===== src/gbn_pkg.sv =====
package gbn_pkg;

	// Sequence numbers and header fields are fixed at sixteen bits
	localparam int SEQ_WIDTH = 16;
	localparam int WIN_WIDTH = 7;
	localparam int MAX_WINDOW_DEF = 64;
	// Longest retransmit run handed out for one timeout
	localparam int RESULT_CAP = 64;

	localparam logic [WIN_WIDTH-1:0] WINDOW_SIZE_RST = 7'd10;
	localparam logic [SEQ_WIDTH-1:0] TOTAL_PACKETS_RST = 16'd1;

	// Event codes carried in tuser
	localparam logic [1:0] FUNC_SEND    = 2'd0;
	localparam logic [1:0] FUNC_ACK     = 2'd1;
	localparam logic [1:0] FUNC_TIMEOUT = 2'd2;

	// Configuration register indexes
	localparam logic [1:0] REG_WINDOW_SIZE   = 2'd0;
	localparam logic [1:0] REG_TOTAL_PACKETS = 2'd1;

	localparam int IN_TDATA_W  = 72;
	localparam int OUT_TDATA_W = 24;

	typedef struct packed {
		logic accept;   // load a new event into the datapath
		logic step;     // emit the next retransmission of a run
	} gbn_cmd_t;

	typedef struct packed {
		logic out_free;  // output register empty or being taken
		logic run_start; // event in flight starts a run of several beats
		logic step_last; // the next run beat is its final one
	} gbn_status_t;

endpackage


===== src/gbn_ctrl.sv =====
module gbn_ctrl (
	input  logic                 clk,
	input  logic                 arst_n,
	input  logic                 s_tvalid,
	output logic                 s_tready,
	input  gbn_pkg::gbn_status_t status,
	output gbn_pkg::gbn_cmd_t    cmd
);

	typedef enum logic {
		ST_IDLE,
		ST_RUN
	} state_t;

	state_t state_q;

	// Accept only when idle and the output register can take a beat
	always_comb begin
		s_tready   = (state_q == ST_IDLE) && status.out_free;
		cmd.accept = s_tready && s_tvalid;
		cmd.step   = (state_q == ST_RUN) && status.out_free;
	end

	// Hold in the run state until its last retransmission is loaded
	always_ff @(posedge clk or negedge arst_n) begin
		if (!arst_n) begin
			state_q <= ST_IDLE;
		end else begin
			case (state_q)
				ST_IDLE: begin
					if (cmd.accept && status.run_start) begin
						state_q <= ST_RUN;
					end
				end
				ST_RUN: begin
					if (cmd.step && status.step_last) begin
						state_q <= ST_IDLE;
					end
				end
				default: begin
					state_q <= ST_IDLE;
				end
			endcase
		end
	end

endmodule


===== src/gbn_datapath.sv =====
module gbn_datapath #(
	parameter int MAX_WINDOW = gbn_pkg::MAX_WINDOW_DEF
) (
	input  logic                           clk,
	input  logic                           arst_n,
	input  gbn_pkg::gbn_cmd_t              cmd,
	output gbn_pkg::gbn_status_t           status,
	input  logic [1:0]                     func,
	input  logic [gbn_pkg::SEQ_WIDTH-1:0]  ack_number,
	input  logic [gbn_pkg::SEQ_WIDTH-1:0]  ack_sequence,
	input  logic                           ack_last_flag,
	input  logic [gbn_pkg::SEQ_WIDTH-1:0]  ack_length,
	input  logic [gbn_pkg::SEQ_WIDTH-1:0]  ack_check,
	input  logic                           cfg_valid,
	input  logic [1:0]                     cfg_index,
	input  logic [gbn_pkg::SEQ_WIDTH-1:0]  cfg_data,
	input  logic                           out_ready,
	output logic                           out_valid,
	output logic                           send_valid,
	output logic [gbn_pkg::SEQ_WIDTH-1:0]  send_seq,
	output logic                           is_resend,
	output logic                           bad_checksum,
	output logic                           finished,
	output logic                           last_of_run
);

	localparam int SW = gbn_pkg::SEQ_WIDTH;
	localparam int RUN_CAP = (MAX_WINDOW < gbn_pkg::RESULT_CAP) ? MAX_WINDOW
		: gbn_pkg::RESULT_CAP;
	localparam int CNT_W = $clog2(RUN_CAP + 1);
	localparam int MW_W = $clog2(MAX_WINDOW + 1) > gbn_pkg::WIN_WIDTH
		? $clog2(MAX_WINDOW + 1) : gbn_pkg::WIN_WIDTH;

	logic [gbn_pkg::WIN_WIDTH-1:0] win_size_q;
	logic [SW-1:0]                 total_q;
	logic [SW-1:0]                 base_q;
	logic [SW-1:0]                 next_q;
	logic                          done_q;
	logic [CNT_W-1:0]              run_len_q;
	logic [CNT_W-1:0]              run_idx_q;
	logic                          out_valid_q;
	logic                          send_valid_q;
	logic [SW-1:0]                 send_seq_q;
	logic                          is_resend_q;
	logic                          bad_q;
	logic                          fin_q;
	logic                          last_q;

	logic [MW_W-1:0]  win_eff;
	logic [SW:0]      win_limit;
	logic             fin_now;
	logic             can_send;
	logic             ack_bad;
	logic             fin_after_ack;
	logic [SW-1:0]    diff;
	logic [CNT_W-1:0] run_n;
	logic [CNT_W-1:0] idx_inc;

	// Window test, finished test, header check and run length
	always_comb begin
		win_eff = (MW_W'(win_size_q) > MW_W'(MAX_WINDOW))
			? MW_W'(MAX_WINDOW) : MW_W'(win_size_q);
		win_limit = {1'b0, base_q} + (SW+1)'(win_eff);
		fin_now = done_q || (({1'b0, base_q} + (SW+1)'(1)) >= {1'b0, total_q});
		can_send = ({1'b0, next_q} < win_limit) && (next_q < total_q);
		ack_bad = (ack_sequence ^ ack_number ^ {{(SW-1){1'b0}}, ack_last_flag}
			^ ack_length) != ack_check;
		fin_after_ack = done_q || (({1'b0, ack_number} + (SW+1)'(1)) >= {1'b0, total_q});
		diff = (next_q > base_q) ? (next_q - base_q) : '0;
		run_n = (diff > SW'(RUN_CAP)) ? CNT_W'(RUN_CAP) : CNT_W'(diff);
		idx_inc = run_idx_q + CNT_W'(1);
		status.out_free  = !out_valid_q || out_ready;
		status.run_start = !fin_now && (func == gbn_pkg::FUNC_TIMEOUT)
			&& (run_n > CNT_W'(1));
		status.step_last = (idx_inc == run_len_q);
	end

	// Configuration registers
	always_ff @(posedge clk or negedge arst_n) begin
		if (!arst_n) begin
			win_size_q <= gbn_pkg::WINDOW_SIZE_RST;
			total_q    <= gbn_pkg::TOTAL_PACKETS_RST;
		end else if (cfg_valid) begin
			case (cfg_index)
				gbn_pkg::REG_WINDOW_SIZE:   win_size_q <= cfg_data[gbn_pkg::WIN_WIDTH-1:0];
				gbn_pkg::REG_TOTAL_PACKETS: total_q    <= cfg_data;
				default: ;
			endcase
		end
	end

	// Window state, run counter and output register valid
	always_ff @(posedge clk or negedge arst_n) begin
		if (!arst_n) begin
			base_q      <= '0;
			next_q      <= '0;
			done_q      <= 1'b0;
			run_len_q   <= '0;
			run_idx_q   <= '0;
			out_valid_q <= 1'b0;
		end else begin
			if (cmd.accept) begin
				out_valid_q <= 1'b1;
				if (fin_now) begin
					done_q <= 1'b1;
				end else begin
					case (func)
						gbn_pkg::FUNC_SEND: begin
							if (can_send) begin
								next_q <= next_q + SW'(1);
							end
						end
						gbn_pkg::FUNC_ACK: begin
							if (!ack_bad) begin
								base_q <= ack_number;
								if (fin_after_ack) begin
									done_q <= 1'b1;
								end
							end
						end
						gbn_pkg::FUNC_TIMEOUT: begin
							run_len_q <= run_n;
							run_idx_q <= CNT_W'(1);
						end
						default: ;
					endcase
				end
			end else if (cmd.step) begin
				out_valid_q <= 1'b1;
				run_idx_q   <= idx_inc;
			end else if (out_ready) begin
				out_valid_q <= 1'b0;
			end
		end
	end

	// Result payload
	always_ff @(posedge clk) begin
		if (cmd.accept) begin
			send_valid_q <= 1'b0;
			send_seq_q   <= '0;
			is_resend_q  <= 1'b0;
			bad_q        <= 1'b0;
			fin_q        <= 1'b0;
			last_q       <= 1'b1;
			if (fin_now) begin
				fin_q <= 1'b1;
			end else begin
				case (func)
					gbn_pkg::FUNC_SEND: begin
						fin_q <= fin_now;
						if (can_send) begin
							send_valid_q <= 1'b1;
							send_seq_q   <= next_q;
						end
					end
					gbn_pkg::FUNC_ACK: begin
						bad_q <= ack_bad;
						fin_q <= ack_bad ? fin_now : fin_after_ack;
					end
					gbn_pkg::FUNC_TIMEOUT: begin
						if (run_n != '0) begin
							send_valid_q <= 1'b1;
							send_seq_q   <= base_q;
							is_resend_q  <= 1'b1;
							last_q       <= (run_n == CNT_W'(1));
						end
					end
					default: ;
				endcase
			end
		end else if (cmd.step) begin
			send_valid_q <= 1'b1;
			send_seq_q   <= base_q + SW'(run_idx_q);
			is_resend_q  <= 1'b1;
			bad_q        <= 1'b0;
			fin_q        <= 1'b0;
			last_q       <= (idx_inc == run_len_q);
		end
	end

	assign out_valid    = out_valid_q;
	assign send_valid   = send_valid_q;
	assign send_seq     = send_seq_q;
	assign is_resend    = is_resend_q;
	assign bad_checksum = bad_q;
	assign finished     = fin_q;
	assign last_of_run  = last_q;

endmodule


===== src/go_back_n_sender_window.sv =====
// Channel   Direction  Signals                     Content
// s_*       in         tvalid tready tdata tuser   one protocol event
// m_*       out        tvalid tready tdata tlast   one result beat
// cfg_*     in         valid ready index data      register write
//
// Send, ack and unknown events each give one beat.
// A timeout gives one beat per outstanding packet from base, at most the smaller
// of MAX_WINDOW and 64, or a single beat when none is outstanding; one beat goes
// out per cycle while m_tready is high, and the run counter sets the count.
// The next event is taken once the last beat of a run is in the output
// register. Stalls on m_tready hold the output register and the run.
// Reset clears window state and loads default register values at once.
module go_back_n_sender_window #(
	parameter int MAX_WINDOW = gbn_pkg::MAX_WINDOW_DEF
) (
	input  logic                            clk,
	input  logic                            arst_n,
	input  logic                            s_tvalid,
	output logic                            s_tready,
	// ack_number, ack_sequence, ack_last_flag, ack_length, ack_check, zero pad
	input  logic [gbn_pkg::IN_TDATA_W-1:0]  s_tdata,
	// func
	input  logic [1:0]                      s_tuser,
	output logic                            m_tvalid,
	input  logic                            m_tready,
	// send_valid, send_seq, is_resend, bad_checksum, finished, zero pad
	output logic [gbn_pkg::OUT_TDATA_W-1:0] m_tdata,
	output logic                            m_tlast,
	input  logic                            cfg_valid,
	output logic                            cfg_ready,
	input  logic [1:0]                      cfg_index,
	input  logic [gbn_pkg::SEQ_WIDTH-1:0]   cfg_data
);

	gbn_pkg::gbn_cmd_t    cmd;
	gbn_pkg::gbn_status_t status;

	logic                          send_valid;
	logic [gbn_pkg::SEQ_WIDTH-1:0] send_seq;
	logic                          is_resend;
	logic                          bad_checksum;
	logic                          finished;

	assign cfg_ready = 1'b1;

	gbn_ctrl u_ctrl (
		.clk      (clk),
		.arst_n   (arst_n),
		.s_tvalid (s_tvalid),
		.s_tready (s_tready),
		.status   (status),
		.cmd      (cmd)
	);

	gbn_datapath #(
		.MAX_WINDOW (MAX_WINDOW)
	) u_datapath (
		.clk           (clk),
		.arst_n        (arst_n),
		.cmd           (cmd),
		.status        (status),
		.func          (s_tuser),
		.ack_number    (s_tdata[15:0]),
		.ack_sequence  (s_tdata[31:16]),
		.ack_last_flag (s_tdata[32]),
		.ack_length    (s_tdata[48:33]),
		.ack_check     (s_tdata[64:49]),
		.cfg_valid     (cfg_valid),
		.cfg_index     (cfg_index),
		.cfg_data      (cfg_data),
		.out_ready     (m_tready),
		.out_valid     (m_tvalid),
		.send_valid    (send_valid),
		.send_seq      (send_seq),
		.is_resend     (is_resend),
		.bad_checksum  (bad_checksum),
		.finished      (finished),
		.last_of_run   (m_tlast)
	);

	// Pack the result beat
	assign m_tdata = {4'b0000, finished, bad_checksum, is_resend, send_seq, send_valid};

endmodule

===== config.mk =====
export PLATFORM = sky130hd
export DESIGN_NAME = go_back_n_sender_window
export DESIGN_NICKNAME = d
export VERILOG_FILES = /design/src/gbn_pkg.sv /design/src/gbn_ctrl.sv /design/src/gbn_datapath.sv /design/src/go_back_n_sender_window.sv
export SDC_FILE = /design/constraint.sdc
export NUM_CORES = 1
export LEC_CHECK = 0
export ABC_AREA = 1
export BUFFER_PORTS_ARGS = -buffer_cell sky130_fd_sc_hd__buf_2
export CAP_MARGIN = 0
export CORE_UTILIZATION = 34
export DETAILED_ROUTE_END_ITERATION = 8
export HOLD_SLACK_MARGIN = 0.12
export SKIP_CTS_REPAIR_TIMING = 1
export SLEW_MARGIN = 20
export SYNTH_ARGS = -nofsm -noshare
export SYNTH_HDL_FRONTEND = slang
export SYNTH_SLANG_ARGS = --single-unit

===== constraint.sdc =====
create_clock -name clk -period 11.1 [get_ports clk]
set_input_delay 1.665 -clock clk [delete_from_list [all_inputs] [get_ports clk]]
set_output_delay 1.665 -clock clk [all_outputs]
set_load 0.01 [all_outputs]

==> results of run 1 <==
-- worst register-to-register path, delay by kind of cell, from the launching register on --
family / cells / cell delay [ps]
and+or+nand+nor: 15 / 2500
AOI/OAI and AO/OA: 6 / 1160
adders and majority gates: 2 / 620
DFF: 1 / 530
xor gates and xnor gates: 1 / 180
buffers and inverters: 2 / 160
-- layout make-up --
type / count / area (um2)
fillers: 2881 / 16500
multi-input cells: 990 / 5890
flip-flops and latches: 93 / 2440
inverters: 197 / 739
repair buffers: 117 / 608
well taps: 341 / 427
clock buffers: 11 / 254
clock inverters: 5 / 66.3
-- synthesized netlist by cell type, types with 2 or more instances --
| library cell | n | area share [%] |
|---|---|---|
| nor4_1 | 5 | 0.34 |
| edfxtp_1 | 21 | 6.8 |
| nor3_2 | 3 | 0.32 |
| a21oi_1 | 65 | 3.5 |
| o21ai_2 | 7 | 0.66 |
| ha_1 | 96 | 13 |
| o21ai_1 | 27 | 1.5 |
| nor2_1 | 80 | 3.2 |
| xnor2_1 | 56 | 5.3 |
| dfstp_2 | 3 | 0.85 |
| or2_2 | 5 | 0.34 |
| dfrtp_1 | 69 | 19 |
| clkbuf_1 | 10 | 0.40 |
| o21ai_0 | 33 | 1.8 |
| xor2_1 | 61 | 5.7 |
| and2_1 | 2 | 0.13 |
| a211oi_1 | 4 | 0.32 |
| fa_1 | 3 | 0.65 |
| o211ai_1 | 5 | 0.40 |
| nand3b_1 | 4 | 0.32 |
| nand2_1 | 348 | 14 |
| nor3b_1 | 3 | 0.24 |
| conb_1 | 2 | 0.081 |
| nor2_4 | 4 | 0.48 |
| clkinv_1 | 3 | 0.12 |
| nand4_1 | 41 | 2.8 |
| buf_2 | 6 | 0.32 |
| buf_6 | 7 | 0.85 |
| nor2_2 | 5 | 0.34 |
| inv_1 | 193 | 7.8 |
| nand2_2 | 5 | 0.34 |
| nand3_2 | 3 | 0.32 |
| o31ai_1 | 5 | 0.40 |
| a21o_1 | 5 | 0.40 |
| nor3_1 | 22 | 1.2 |
| nand3_1 | 79 | 4.3 |
| buf_4 | 13 | 1.1 |
-- worst paths after layout --
kind                                            to  depth (start not counted)                startpoint  slack [ps]
max                          u_datapath.next_q[14]                         26  u_datapath.win_size_q[1]        5860
min                          u_datapath.total_q[1]                          2     u_datapath.total_q[1]         480
max reg2reg                  u_datapath.next_q[14]                         26  u_datapath.win_size_q[1]        5860
min reg2reg                  u_datapath.total_q[1]                          2     u_datapath.total_q[1]         480
max in group asynchronous     u_datapath.base_q[3]                          2                    arst_n        8880
min in group asynchronous  u_datapath.run_len_q[5]                          1                    arst_n        1120
-- stage by stage --
stage                     utilization (%)  setup WS [ps]  hold WS [ps]  cell area (um2)
after global placement               37.5           6010           467            10100
final                                38.8           5860           485            10400
after floorplan                         -           6960           449             9310
after detailed placement             37.5           5910           475            10100
after global routing                 38.8           5290           504            10400
after CTS                            38.7           5890           491            10400
-- cell usage in the layout, fill, tap and decap left out, types with 21 or more instances in the layout --
cell type / n
nand4_1: 41
a21oi_1: 65
o21ai_0: 33
xnor2_1: 56
inv_1: 193
edfxtp_1: 21
dfrtp_1: 69
ha_1: 96
o21ai_1: 27
nor3_1: 22
nor2_1: 80
nand3_1: 79
xor2_1: 61
buf_2: 111
nand2_1: 348
-- kinds of logic after synthesis --
kind of cell / synth area share (%)
buffers and inverters: 10.6
and+or+nand+nor: 29.0
adders and majority gates: 13.6
xor gates and xnor gates: 11.0
other: 0.0808
AOI/OAI and AO/OA: 9.55
DFF: 26.2
-- sequential cells by signal (all words and copies together) (netlist names), 7 cells and up --
| register | count |
|---|---|
| u_datapath.next_q | 16 |
| u_datapath.base_q | 16 |
| u_datapath.run_len_q | 7 |
| u_datapath.run_idx_q | 7 |
| u_datapath.send_seq | 16 |
| u_datapath.win_size_q | 7 |
| u_datapath.total_q | 16 |
-- per-layer routing --
metal | up-vias | global-route usage [%] | routed length, um
met5 | - | 0 | 0
met4 | 0 | 4.75 | 482
met3 | 30 | 2.58 | 1150
met2 | 183 | 30.3 | 11700
met1 | 3880 | 26.1 | 12600
li1 | 4450 | - | -
-- power breakdown --
part	switching (mW)	internal, mW
Clock	0.145	0.191
Sequential	0.00855	0.369
Combinational	0.127	0.0828
Total	0.281	0.643
==> metrics.cfg, run 1 <==
[cts]
cts-root-buf=clkbuf_16
cts_buffers=9
clock-sinks=93
htreeDepth=3
clk-insertion-delay-late_ps=350
clkSlewWorstSetupHoldPaths_ps=70
clockBufferDepth=2
cts_tree=built

[power]
p_per_area_mw_per_mm2=88.7
ir_drop_v=0.0000716
power_mw=0.923
leakage_nw=5.29

[grt]
grt_pass1_wl_mm=41.6
antenna_found_initial=0
grt_overflow=0
grt_pass1_vias=7960
grt_max_degree=64
track_usage_pct=18.7

[logic_synthesis]
synth_edf_count=21
syn_area_mm2=0.00929
yosysUniqueCellTypes=47
synth_seq_area_share_pct=26.2
synth_seq_cells=93
async_reset_ff_share_pct=77.4
yosysWarningCount=0
synth_cells=1313
syn_area_per_cell_um2=7.08
synth_flop_cell=dfrtp_1

[sta]
grt_setup_unrepaired=no
max_freq_ghz=0.191
max-slew-margin-rel_pct=41.7
timing.final.crit_share_pct=47.2
fin_worst_skew_ps=10.3
finalSetupTns_ps=0
layout_min_cycle_time_ps=5240
finalMaxSlewViolations=0
worst_pin_slew_ps=874
finalHoldViolCount=0
setup_violations=0

[critical_path]
slowest_delay_ps=610
start_kind=flop
cp_slowest_cell=o21ai_0
critPathRequiredTime_ps=11390
path_delay_family=simple AND/OR/NAND/NOR gates
endpoint_kind=flop
cp_num_buf_inv=2
cp.arrival_ps=5520
critPathMaxFanout=31
critPathKind=flop to flop

[worst_hold_path]
hold_path.class=flop to flop

[routing]
post-route-drc-count=0
routed_via_density=4.87
drtIter0Drc=528
ant_nets=0
dr.pass1.iters=5
wl_per_cell_um=14.8
vias=8543
wl_mm=25.9

[final_layout]
final_net_count=1604
drive_gt1_share_pct=12.2
area_growth_pct=12.1
diodes=0
stdcell_count=1754

[job]
cap_violations=0

[floorplanning]
core_area_mm2=0.0269
io_pins=125
start_util_pct=34.6
dieArea_mm2=0.0280
die_w_um=167
fp.dieH_um=167
rows=60

[placement]
dp_cells=1737
dp_hpwl_mm=20.7
place_congestion=0.899
io_buffers=112

[status]
outcome=finished, final reports clean

No activity file was read; power rests on OpenSTA's default activity.
==> run 2: changes to the inputs <==
clock period = 4.26 ns   (was 11.1 ns; I/O delays follow)
==> run 2 against run 1 <==
The flow now finishes with violations (negative setup slack). Final cell count increased by 1.9%. Clock skew decreased by 3.9 ps. Global-route usage increased by 0.14 points. Sequential power increased to 2.6 times the previous value. Largest power group unchanged. Via count increased by 4.4%. Sequential cell count unchanged. Critical endpoint is now u_datapath.next_q[9]. Worst hold slack got worse by 200 ps. First-iteration DRC count increased by 16%. Core utilization increased by 1.5 points. Maximum frequency increased by 23%. Setup slack got worse by 5900 ps.
==> metrics.cfg, run 2 (same netlist as run 1, synthesis figures left out) <==
[routing]
drtIter0Drc=613
wl_mm=26.8
wl_per_cell_um=15.0
dr.pass1.iters=4
routed_via_density=4.99
post-route-drc-count=0
ant_nets=0
vias=8916

[sta]
finalHoldViolCount=0
max_freq_ghz=0.234
finalMaxSlewViolations=0
worst_slack_ps=-8.52
max-slew-margin-rel_pct=30.4
timing.final.crit_share_pct=100
finalSetupTns_ps=-36.6
fin_worst_skew_ps=6.41
worst_pin_slew_ps=1040
layout_min_cycle_time_ps=4270
grt_setup_unrepaired=yes
setup_violations=8

[critical_path]
critPathKind=flop to flop
crit_top_cell=nor2_1
r2r_cells=27
cp.arrival_ps=4550
slowest_delay_ps=390
critPathMaxFanout=8
ff2ff_setup_slack_ps=-9
crit_cells=27
endpoint_kind=flop
critPathRequiredTime_ps=4550
cp_num_buf_inv=5
path_delay_family=simple AND/OR/NAND/NOR gates
start_kind=flop
cp_slowest_cell=dfrtp_1

[floorplanning]
die_w_um=167
fp.dieH_um=167
core_area_mm2=0.0269
rows=60
start_util_pct=34.6
io_pins=125
dieArea_mm2=0.0280

[cts]
cts_tree=built
clkSlewWorstSetupHoldPaths_ps=70
clk-insertion-delay-late_ps=360
clock-sinks=93
cts_buffers=9
cts-root-buf=clkbuf_16
htreeDepth=3
clockBufferDepth=2

[placement]
dp_slack_ps=-45.3
place_congestion=0.923
dp_hpwl_mm=21.1
dp_cells=1758
io_buffers=112

[final_layout]
final_net_count=1637
layout_common_cells=nand2_1, inv_1, buf_2
final_common_cell=nand2_1
area_growth_pct=16.5
diodes=0
final_util_pct=40.3
drive_gt1_share_pct=16.0
stdcell_count=1787

[grt]
grt_max_degree=44
grt_pass1_vias=8195
antenna_found_initial=0
grt_overflow=0
grt_pass1_wl_mm=41.8
track_usage_pct=18.9

[worst_hold_path]
hold_path.class=input pin to async pin

[status]
violations=negative setup slack
outcome=finished, violations left

[power]
leakage_nw=5.48
p_per_area_mw_per_mm2=225
ir_drop_v=0.000170

[job]
cap_violations=0

==> run 2: cell types whose count changed in the layout (fill, tap and decap cells not counted), moves of 5 or more <==
cell / change
inv_1: -6
buf_4: +27
inv_2: +6
o21ai_1: -6
nand2_2: +5
o21ai_2: +6
nand2_1: -5
==> run 2: layout make-up <==
class | instances | area (um2)
tap | 341 | 427
clock inverter | 5 | 65.1
multi-input combinational | 990 | 5990
clock buffer | 11 | 254
inverter | 197 | 739
timing repair buffer | 150 | 920
fill | 2794 | 16000
sequential | 93 | 2440
==> run 2: final timing paths <==
kind | start | endpoint
max | u_datapath.win_size_q[2] | u_datapath.next_q[9]
min | arst_n | u_datapath.run_len_q[4]
max reg2reg | u_datapath.win_size_q[2] | u_datapath.next_q[9]
min reg2reg | u_datapath.total_q[2] | u_datapath.total_q[2]
max in group asynchronous | arst_n | u_datapath.total_q[0]
min in group clk | s_tvalid | u_datapath.out_valid
==> run 2: metal layers <==
metal	track usage, %	wire length [um]
met5	0	0
met4	5.38	553
met3	3.05	1370
met2	30.3	12200
met1	26.0	12700
==> run 2: per-stage QoR <==
stage	total power [mW]	hold WS, ps	cell area, um2
global route	2.57	324	10800
detailed placement	1.55	474	10300
CTS	2.44	307	10600
finish	2.43	280	10800
global placement	1.54	469	10300
floorplan	1.36	343	9310
==> run 2: worst register-to-register path, delay by kind of cell, from the launching register on <==
kind            cells  cell delay (ps)
simple gates       13             1450
compound gates      5              850
fa+ha+maj           3              830
buf+inv             5              500
flops               1              390
xor+xnor            1              180
==> run 2: power by group <==
part           internal, mW  switching (mW)
logic                 0.224           0.338
registers             0.961          0.0219
clock network         0.498           0.389
